[config.mk]
export PLATFORM = sky130hd
export DESIGN_NAME = multi_cipher_text_decoder_unit
export DESIGN_NICKNAME = d
export VERILOG_FILES = /design/src/hdl/mctd_pkg.sv /design/src/hdl/mctd_decode.sv /design/src/hdl/mctd_result_queue.sv /design/src/hdl/multi_cipher_text_decoder_unit.sv
export SDC_FILE = /design/constraint.sdc
export NUM_CORES = 1
export LEC_CHECK = 0
export ABC_AREA = 1
export BUFFER_PORTS_ARGS = -buffer_cell sky130_fd_sc_hd__buf_4
export CORE_ASPECT_RATIO = 1.75
export CORE_MARGIN = 2
export CORE_UTILIZATION = 39
export DETAILED_ROUTE_END_ITERATION = 6
export HOLD_SLACK_MARGIN = 0.1
export SYNTH_ARGS = -nofsm -noshare
export SYNTH_HDL_FRONTEND = slang
export SYNTH_HIERARCHICAL = 1
export SYNTH_SLANG_ARGS = --single-unit
[constraint.sdc]
create_clock -name clock -period 4.3 [get_ports clock]
set_input_delay 0.86 -clock clock [delete_from_list [all_inputs] [get_ports clock]]
set_output_delay 0.86 -clock clock [all_outputs]
set_load 0.01 [all_outputs]
[src/hdl/mctd_pkg.sv]
// Shared types, character codes and the Morse code table for the text decoder.
`timescale 1ns / 1ps
`default_nettype none
package mctd_pkg;

   localparam int MORSE_MAX_SYMBOLS = 5;
   localparam int MORSE_CODES       = 36;
   localparam int LETTERS           = 26;

   localparam logic [2:0] MODE_NONE   = 3'd0;
   localparam logic [2:0] MODE_MORSE  = 3'd1;
   localparam logic [2:0] MODE_BINARY = 3'd2;
   localparam logic [2:0] MODE_HEX    = 3'd3;
   localparam logic [2:0] MODE_CAESAR = 3'd4;
   localparam logic [2:0] MODE_ATBASH = 3'd5;

   localparam logic ITEM_CHAR  = 1'b0;
   localparam logic ITEM_FLUSH = 1'b1;

   localparam logic [7:0] CHR_SPACE = 8'h20;
   localparam logic [7:0] CHR_DASH  = 8'h2D;
   localparam logic [7:0] CHR_DOT   = 8'h2E;
   localparam logic [7:0] CHR_SLASH = 8'h2F;
   localparam logic [7:0] CHR_0     = 8'h30;
   localparam logic [7:0] CHR_1     = 8'h31;
   localparam logic [7:0] CHR_9     = 8'h39;
   localparam logic [7:0] CHR_QMARK = 8'h3F;
   localparam logic [7:0] CHR_A     = 8'h41;
   localparam logic [7:0] CHR_D     = 8'h44;
   localparam logic [7:0] CHR_F     = 8'h46;
   localparam logic [7:0] CHR_Z     = 8'h5A;

   // Symbol count and pattern (dash = 1, last symbol in bit 0) per code.
   localparam logic [2:0] MORSE_LEN [MORSE_CODES] = '{
      3'd2, 3'd4, 3'd4, 3'd3, 3'd1, 3'd4, 3'd3, 3'd4, 3'd2,
      3'd4, 3'd3, 3'd4, 3'd2, 3'd2, 3'd3, 3'd4, 3'd4, 3'd3,
      3'd3, 3'd1, 3'd3, 3'd4, 3'd3, 3'd4, 3'd4, 3'd4,
      3'd5, 3'd5, 3'd5, 3'd5, 3'd5, 3'd5, 3'd5, 3'd5,
      3'd5, 3'd5
   };
   localparam logic [4:0] MORSE_PAT [MORSE_CODES] = '{
      5'd1,  5'd8,  5'd10, 5'd4,  5'd0,  5'd2,  5'd6,  5'd0,  5'd0,
      5'd7,  5'd5,  5'd4,  5'd3,  5'd2,  5'd7,  5'd6,  5'd13, 5'd2,
      5'd0,  5'd1,  5'd1,  5'd1,  5'd3,  5'd9,  5'd11, 5'd12,
      5'd31, 5'd15, 5'd7,  5'd3,  5'd1,  5'd0,  5'd16, 5'd24,
      5'd28, 5'd30
   };

   typedef struct packed {
      logic [1:0] count;
      logic [7:0] ch0;
      logic [7:0] ch1;
   } mctd_res_type;

   function automatic logic [7:0] morse_lookup(input logic [7:0] value,
                                               input logic [2:0] length);
      logic [7:0] mask;
      logic [7:0] sym;
      logic       found;
      mask  = 8'((9'd1 << length) - 9'd1);
      sym   = CHR_QMARK;
      found = 1'b0;
      if (length <= 3'(MORSE_MAX_SYMBOLS) && length <= 3'd5) begin
         for (int i = 0; i < MORSE_CODES; i++) begin
            if (!found && MORSE_LEN[i] == length &&
                (value & mask) == {3'd0, MORSE_PAT[i]}) begin
               found = 1'b1;
               sym   = (i < LETTERS) ? 8'(int'(CHR_A) + i)
                                     : 8'(int'(CHR_0) + i - LETTERS);
            end
         end
      end
      return sym;
   endfunction

endpackage
`default_nettype wire

[src/hdl/mctd_decode.sv]
// Per-character decode and the open-word state.
`timescale 1ns / 1ps
`default_nettype none
module mctd_decode
   import mctd_pkg::*;
(
   input  wire logic         clock,
   input  wire logic         reset,
   input  wire logic         accept,
   input  wire logic [2:0]   cipher_mode,
   input  wire logic         item_mode,
   input  wire logic [7:0]   char_code,
   output mctd_res_type      res
);

   logic [7:0] word_value_ff, word_value_in;
   logic [2:0] word_length_ff, word_length_in;

   logic       word_mode;
   logic       got;
   logic [7:0] close_ch;
   logic       sym_ok;
   logic       narrow;
   logic [3:0] digit;
   logic [7:0] c;

   assign c         = char_code;
   assign word_mode = (cipher_mode == MODE_MORSE) || (cipher_mode == MODE_BINARY) ||
                      (cipher_mode == MODE_HEX);
   assign got       = (word_length_ff != 3'd0) && word_mode;
   assign close_ch  = (cipher_mode == MODE_MORSE) ?
                      morse_lookup(word_value_ff, word_length_ff) : word_value_ff;

   // symbol classification for the word modes
   always_comb begin
      sym_ok = 1'b0;
      narrow = 1'b1;
      digit  = 4'd0;
      unique case (cipher_mode)
         MODE_MORSE: begin
            sym_ok = (c == CHR_DOT) || (c == CHR_DASH);
            digit  = {3'd0, c == CHR_DASH};
         end
         MODE_BINARY: begin
            sym_ok = (c == CHR_0) || (c == CHR_1);
            digit  = {3'd0, c == CHR_1};
         end
         MODE_HEX: begin
            narrow = 1'b0;
            if (c >= CHR_0 && c <= CHR_9) begin
               sym_ok = 1'b1;
               digit  = 4'(c - CHR_0);
            end else if (c >= CHR_A && c <= CHR_F) begin
               sym_ok = 1'b1;
               digit  = 4'(c - CHR_A + 8'd10);
            end
         end
         default: begin
            sym_ok = 1'b0;
         end
      endcase
   end

   always_comb begin
      res            = '0;
      res.ch0        = CHR_SPACE;
      res.ch1        = CHR_SPACE;
      word_value_in  = word_value_ff;
      word_length_in = word_length_ff;
      if (item_mode == ITEM_FLUSH) begin
         word_value_in  = 8'd0;
         word_length_in = 3'd0;
         if (got) begin
            res.count = 2'd1;
            res.ch0   = close_ch;
         end else if (cipher_mode == MODE_CAESAR || cipher_mode == MODE_ATBASH) begin
            res.count = 2'd1;
         end
      end else if (word_mode) begin
         if (c == CHR_SPACE || c == CHR_SLASH) begin
            word_value_in  = 8'd0;
            word_length_in = 3'd0;
            // a closed word goes first, the slash's space after it
            if (got) begin
               res.ch0 = close_ch;
            end
            res.count = {1'b0, got} + {1'b0, c == CHR_SLASH};
         end else if (sym_ok) begin
            word_value_in  = narrow ? {word_value_ff[6:0], digit[0]}
                                    : {word_value_ff[3:0], digit};
            word_length_in = (word_length_ff == 3'd7) ? 3'd7 : word_length_ff + 3'd1;
         end
      end else if (cipher_mode == MODE_CAESAR || cipher_mode == MODE_ATBASH) begin
         if (c == CHR_SPACE) begin
            res.count = 2'd1;
         end else if (c >= CHR_A && c <= CHR_Z) begin
            res.count = 2'd1;
            if (cipher_mode == MODE_CAESAR) begin
               res.ch0 = (c < CHR_D) ? c + 8'd23 : c - 8'd3;
            end else begin
               res.ch0 = CHR_Z - (c - CHR_A);
            end
         end
      end
   end

   always_ff @(posedge clock) begin
      if (reset) begin
         word_value_ff  <= 8'd0;
         word_length_ff <= 3'd0;
      end else if (accept) begin
         word_value_ff  <= word_value_in;
         word_length_ff <= word_length_in;
      end
   end

endmodule
`default_nettype wire

[src/hdl/mctd_result_queue.sv]
// Pending-result register and output register; drains up to two characters per item.
`timescale 1ns / 1ps
`default_nettype none
module mctd_result_queue
   import mctd_pkg::*;
(
   input  wire logic         clock,
   input  wire logic         reset,
   input  wire logic         load,
   input  wire mctd_res_type res,
   output logic              load_ok,
   output logic              rsp_valid,
   input  wire logic         rsp_ready,
   output logic [7:0]        rsp_out_char,
   output logic              rsp_run_last
);

   logic [1:0] pcnt_ff, pcnt_in;
   logic [7:0] pch0_ff, pch0_in;
   logic [7:0] pch1_ff, pch1_in;
   logic       ovalid_ff, ovalid_in;
   logic [7:0] ochar_ff, ochar_in;
   logic       olast_ff, olast_in;

   logic o_take;
   logic move;

   assign o_take  = !ovalid_ff || rsp_ready;
   assign move    = (pcnt_ff != 2'd0) && o_take;
   assign load_ok = (pcnt_ff == 2'd0) || (pcnt_ff == 2'd1 && move);

   always_comb begin
      pcnt_in   = pcnt_ff;
      pch0_in   = pch0_ff;
      pch1_in   = pch1_ff;
      ovalid_in = ovalid_ff;
      ochar_in  = ochar_ff;
      olast_in  = olast_ff;
      if (load) begin
         pcnt_in = res.count;
         pch0_in = res.ch0;
         pch1_in = res.ch1;
      end else if (move) begin
         pcnt_in = pcnt_ff - 2'd1;
         pch0_in = pch1_ff;
      end
      if (move) begin
         ovalid_in = 1'b1;
         ochar_in  = pch0_ff;
         olast_in  = (pcnt_ff == 2'd1);
      end else if (rsp_ready) begin
         ovalid_in = 1'b0;
      end
   end

   always_ff @(posedge clock) begin
      if (reset) begin
         pcnt_ff   <= 2'd0;
         ovalid_ff <= 1'b0;
      end else begin
         pcnt_ff   <= pcnt_in;
         ovalid_ff <= ovalid_in;
      end
      pch0_ff  <= pch0_in;
      pch1_ff  <= pch1_in;
      ochar_ff <= ochar_in;
      olast_ff <= olast_in;
   end

   assign rsp_valid    = ovalid_ff;
   assign rsp_out_char = ochar_ff;
   assign rsp_run_last = olast_ff;

endmodule
`default_nettype wire

[src/hdl/multi_cipher_text_decoder_unit.sv]
// Top level of the multi-cipher text decoder: register port, decode and result queue.
//
// Usage:
//  - req channel: one beat per character (req_mode = 0) or end-of-message flush
//    (req_mode = 1). req_char_code is ignored on flush beats.
//  - rsp channel: 0, 1 or 2 beats per request; rsp_run_last marks the last beat
//    of a request. Requests that produce nothing emit no beat.
//  - csr port: register 0 (byte addresses 0 to 3) is cipher_mode, 3 bits. Write it only
//    while no request is in flight. Addresses 4 to 7 read as zero.
//  - Path: an accepted request's beats pass through the pending register, then the output register.
//  - Throughput: one request per cycle while rsp_ready is high and each gives at most
//    one beat; a request with two beats holds req_ready low until its first beat has
//    moved on, since the single output register moves at most one character per cycle.
//  - The word state is updated at accept time, so decode of one request depends
//    only on requests accepted earlier.
//  - Stall: when rsp_ready is low the output beat holds, the pending register
//    fills, and req_ready drops once it cannot take another request.
//  - Reset: synchronous; clears cipher_mode, the open word and all pending beats.
`timescale 1ns / 1ps
`default_nettype none
module multi_cipher_text_decoder_unit
   import mctd_pkg::*;
(
   input  wire logic        clock,
   input  wire logic        reset,
   input  wire logic        req_valid,
   output logic             req_ready,
   input  wire logic        req_mode,
   input  wire logic [7:0]  req_char_code,
   output logic             rsp_valid,
   input  wire logic        rsp_ready,
   output logic [7:0]       rsp_out_char,
   output logic             rsp_run_last,
   input  wire logic        csr_psel,
   input  wire logic        csr_penable,
   input  wire logic        csr_pwrite,
   input  wire logic [2:0]  csr_paddr,
   input  wire logic [31:0] csr_pwdata,
   output logic [31:0]      csr_prdata,
   output logic             csr_pready
);

   logic [2:0]   cipher_mode_ff, cipher_mode_in;
   logic         csr_write;
   logic         accept;
   mctd_res_type res;

   assign csr_pready = 1'b1;
   assign csr_write  = csr_psel && csr_penable && csr_pwrite && csr_pready;
   assign accept     = req_valid && req_ready;

   assign cipher_mode_in = (csr_write && csr_paddr[2] == 1'b0) ? csr_pwdata[2:0]
                                                               : cipher_mode_ff;
   assign csr_prdata = (csr_paddr[2] == 1'b0) ? {29'd0, cipher_mode_ff} : 32'd0;

   always_ff @(posedge clock) begin
      if (reset) begin
         cipher_mode_ff <= MODE_NONE;
      end else begin
         cipher_mode_ff <= cipher_mode_in;
      end
   end

   mctd_decode u_decode (
      .clock       (clock),
      .reset       (reset),
      .accept      (accept),
      .cipher_mode (cipher_mode_ff),
      .item_mode   (req_mode),
      .char_code   (req_char_code),
      .res         (res)
   );

   mctd_result_queue u_queue (
      .clock        (clock),
      .reset        (reset),
      .load         (accept),
      .res          (res),
      .load_ok      (req_ready),
      .rsp_valid    (rsp_valid),
      .rsp_ready    (rsp_ready),
      .rsp_out_char (rsp_out_char),
      .rsp_run_last (rsp_run_last)
   );

endmodule
`default_nettype wire

; Word-level counts from Yosys, hierarchy flattened
; Index checks and enable logic that the tools add are counted.
; Widths: inputs -> output; s select.
[word_totals]
reg_bits = 34
in_bits = 51
out_inout_bits = 44
wordCells = 342
[classes]
n_addsub = 10
order_cmp = 7
eq_ne = 37
n_shift = 1
muxes = 143
n_bitwise = 2
n_reduce_logical = 134
[op_table]
columns = op, count
row1 = $mux 7, 37
row2 = $mux 8, 12
row3 = $logic_and 1x1->1, 81
row4 = $mux 1, 76
row5 = $eq 8x4->1 const B, 7
row6 = $eq 8x6->1 const B, 6
row7 = $eq 8x5->1 const B, 5
row8 = $mux 10, 4
row9 = $logic_not 1->1, 36
row10 = $eq 8x3->1 const B, 4
row11 = $mux 3, 6
row12 = $eq 8x2->1 const B, 2
row13 = $le 8x7->1 const B, 2
row14 = $pmux 4 s3, 1
row15 = $eq 3x3->1 const B, 3
row16 = $mux 9, 1
row17 = $add 8x5->8 const B, 1
row18 = $and 8x8->8, 1
row19 = $eq 8x1->1 const B, 1
row20 = $ge 8x6->1 const B, 1
row21 = $ge 8x7->1 const B, 1
row22 = $le 8x6->1 const B, 1
row23 = $logic_not 8->1, 1
row24 = $logic_or 1x1->1, 8
row25 = 26 further kinds, 36

; Logic depth before layout (Yosys ltp)
[logic_depth]
word_depth = 188
mapped_depth = 34

; Hierarchy
; Netlist, hierarchy kept.
[by_module_without_submodules]
columns = mod, n_inst, cells_per_inst, area_each_um2, seq_area_each_um2
row1 = mctd_decode, 1, 492, 2672.6, 220.2
row2 = mctd_result_queue, 1, 81, 1076.0, 810.8
row3 = multi_cipher_text_decoder_unit, 1, 66, 432.9, 60.1

; Worst setup path before layout
; Ideal clock, no wire load.
[synth_timing]
path_type = reg-to-reg
from = reg u_decode.word_length_ff[1]
to = reg u_queue.pch0_ff[3], data pin
setup_ns = 0.252
t_arrival_ns = 3.344
required_time_ns = 4.048
setup_slack_ns = 0.704
stages_incl_launch_ff = 32
n_path_buf = 0
period_less_slack_ns = 3.596
cell_sequence = dfxtp_1 inv_1 ha_1 nor2_1 nand3_1 nand2_1 nand3_2 nand3_4 nor2_2 nand2_2 nand3_1 nor2_1 nand4_1 nor2_1 nand4_1 a21oi_2 nand3_2 nor2_2 nand4_2 nor2_2 nand4_2 nor2_2 nand4_2 a21oi_2 nand4_1 or2_0 nand2_1 nand2_1 nand2_1 nand2_1 nand2_1 nand2_1
[synth_rtl]
columns = element, line_no
row1 = start: declaration, mctd_decode.sv:17  ; logic [2:0] word_length_ff, word_length_in;
row2 = start signal: assignment, mctd_decode.sv:113  ; word_length_ff <= word_length_in;
row3 = end signal: assignment, mctd_result_queue.sv:64  ; pch0_ff <= pch0_in;
row4 = end: declaration, mctd_result_queue.sv:19  ; logic [7:0] pch0_ff, pch0_in;

==> reports/summary.txt <==
Status - finished clean
CP Capture Type - flip-flop
Std-Cell Rows - 50
Worst R2R Path Depth - 32
Hold crit path type - reg2reg
Reg2reg setup slack - 0.21 ns
Synth top area share - 17.95%
WL per Instance - 13.64 um
Final setup viols - 0
Clock Sinks - 42
Mapped Area - 4182 um2
PortBufs - 33
Register area share after synthesis - 26.09%
Syn Area/Cell - 6.544 um2
Synth async-reset ratio - 0%
Syn Inst Count - 639
RSZ-0062 raised after global routing - true
Reg2reg end - u_queue/pch0_ff[1]
FF+latch area - 1099 um2
PwrDens - 352.0 nW/um2
Largest cells by area after synthesis - edfxtp_1 18%, nand2_1 12%, inv_1 8.5%, nor2_1 8.3%, dfxtp_1 8.1%
# nets final - 752
# diodes - 0
MaxCap Viol Count - 0
Fill cell count - 1097
Final worst slack - 0.2141 ns
DRT antenna net count - 0
Via total after detailed routing - 4202
Clock root cell - clkbuf_16
Critical path's largest stage delay - 0.37 ns
#FFs+latches synth - 42
Post-DP HPWL - 9035 um
Maximum vdd drop - 0.0002631 V
Rel. slew slack - 50.07%
Htree depth - 2
CTS tree - built
Synth warnings - 6
End of the worst hold path - u_queue/rsp_out_char[1]
WS Path Type - reg2reg
Io pins - 95
First-pass GRT wire length - 17970 um
GRT Util Overall - 19.63%
Post-synth cell types - 47
Clock-pin slew on the worst setup and hold paths - 0.06 ns
Worst Path Required - 4.34 ns
Crit path arrival time - 4.12 ns
Post-synth top cells - 135 x nand2_1, 95 x inv_1, 92 x nor2_1, 38 x buf_4, 33 x a21oi_1
Post-synth top area cell - edfxtp_1
Fmax - 244.7 MHz
Initial core utilization - 39.55%
Worst Path Max Fanout - 5
Initial antenna violation count - 0
Die area - 11600 um2
Share of post-route cells with drive strength above 1 - 17.01%
Setup slack at placement - 0.1325 ns
Tmin final - 4.086 ns
Total DRC errors in the routed layout - 0
Slowest CP cell - dfxtp_4
Hold path startpoint - u_queue/pch0_ff[1]
Number of synthesized flops with an enable pin - 25
Routed Wire Length - 11080 um
Pre-Repair DR Iteration Count - 5
Chip height - 141.0 um
Area of the multi-input gates - 2631 um2
Pleak - 2.273 nW
Vias in the first global route - 4012
Non-filler instance count after layout - 812
Fin Setup TNS - 0 ns
Area grow syn2layout - 14.57%
Clock latency on the worst-skew pair - 0.28 ns
Dpl cells - 798
Routed vias/inst - 5.175
Worst-case clock buffer depth - 2
Final period utilization - 95.02%
Clock Skews - 0.002487 ns
Core area - 10570 um2
Top-count cell post-synth - nand2_1
GP Congestion - 0.8982
Worst r2r src - u_decode/word_length_ff[0]
Die width - 82.28 um
Grt total ovfl - 0
Hold Crit Depth - 0
Slew @ Worst Pin - 0.7432 ns
Worst setup SP type - flip-flop
Starting DRC count in detailed routing - 166
Hold slack - 0.4170 ns
Fin. Hold Viols - 0
Most used DFF post-synth - edfxtp_1
Num CTS Buffers - 5
Largest net degree at the start of global routing - 22
Max-slew violations - 0
-- where the power goes --
group / leakage, nW / internal, mW / switching, mW
Sequential: 0.385 / 0.603 / 0.0506
Clock: 0.0771 / 0.274 / 0.142
Combinational: 1.81 / 0.231 / 0.385
Total: 2.27 / 1.11 / 0.578
-- registers in the layout (all words and copies together), names as in the netlist --
register and cells:
u_decode/word_value_ff 8, u_queue/pch1_ff 8, u_decode/word_length_ff 3, u_queue/rsp_valid 1, u_queue/rsp_out_char 8, u_queue/rsp_run_last 1, u_queue/pcnt_ff 2, u_queue/pch0_ff 8
cipher_mode_ff 3
-- what timing repair did --
action,4_1_cts,5_1_grt
setup buffers,0,5
gates resized for setup,0,37
hold buffers,0,0
endpoints found under the setup margin,0,5
-- how the worst max path moves through the flow --
stage	start	to	depth (start not counted)
after global routing	u_decode/word_length_ff[0]	u_queue/pch0_ff[1]	32
after detailed placement	u_decode/word_length_ff[1]	u_queue/pch0_ff[0]	32
after floorplan	u_decode/word_length_ff[1]	u_queue/pch0_ff[3]	31
final	u_decode/word_length_ff[0]	u_queue/pch0_ff[1]	32
after global placement	u_decode/word_length_ff[1]	u_queue/pch0_ff[0]	32
after CTS	u_decode/word_length_ff[1]	u_queue/pch0_ff[0]	32
-- area by class of cell --
cell class,instances,area share (%)
Inverter,104,8.227
Tap cell,130,3.395
Multi-Input combinational cell,483,54.92
Clock inverter,2,0.7835
Clock buffer,6,2.690
Timing Repair Buffer,45,7.051
Sequential cell,42,22.93
-- per-layer routing --
| layer | up-vias | global-route usage (%) | wire length, um |
|---|---|---|---|
| li1 | 2101 | - | - |
| met1 | 1921 | 19.73 | 4054 |
| met2 | 129 | 36.38 | 6017 |
| met3 | 51 | 2.177 | 340 |
| met4 | 0 | 12.37 | 664 |
| met5 | - | 0 | 0 |
-- layout by cell type, fill, tap and decap left out, types with 3 or more instances in the layout --
master / instances
nand3b_1: 3
clkbuf_16: 5
inv_1: 92
a21oi_1: 32
edfxtp_1: 25
nor3_1: 16
nand4_2: 3
a21oi_2: 4
nor2_1: 85
o211ai_1: 5
nand3_4: 3
nand2_2: 11
nand4_1: 17
o21ai_0: 26
inv_2: 10
o22ai_1: 3
ha_1: 15
xor2_1: 7
nor4_1: 7
nand3_1: 23
ha_4: 4
nand3_2: 3
conb_1: 38
nor3_2: 3
buf_4: 45
nand2_1: 130
a211oi_1: 5
dfxtp_1: 15
nor2_2: 13
o21ai_1: 3
-- through the flow --
stage	util [%]	power, mW	instance area, um2
finish	45.31	1.686	4791
global route	45.31	1.802	4791
CTS	43.55	1.665	4604
detailed placement	41.98	1.248	4438
global placement	41.98	1.231	4438
floorplan	-	1.070	4309
-- critical path, delay by kind of cell, from the launching register on --
kind,cells,cell delay (ns)
AO/OA/AOI/OAI,3,0.39
adder cells (fa/ha/maj),1,0.21
buffers and inverters,1,0.14
flip-flops,1,0.37
AND/OR/NAND/NOR,27,2.74
-- cell families (layout without fill, tap and decap cells) --
kind of cell	Yosys count	after routing	synth area share, %
adder cells (fa/ha/maj)	20	20	6.164
AND/OR/NAND/NOR	321	322	34.59
flip-flops	42	42	26.09
XOR/XNOR	7	7	1.466
AO/OA/AOI/OAI	96	96	14.00
other	4	38	0.3590
buffers and inverters	149	157	17.32
Power figures use the tool's default switching activity.
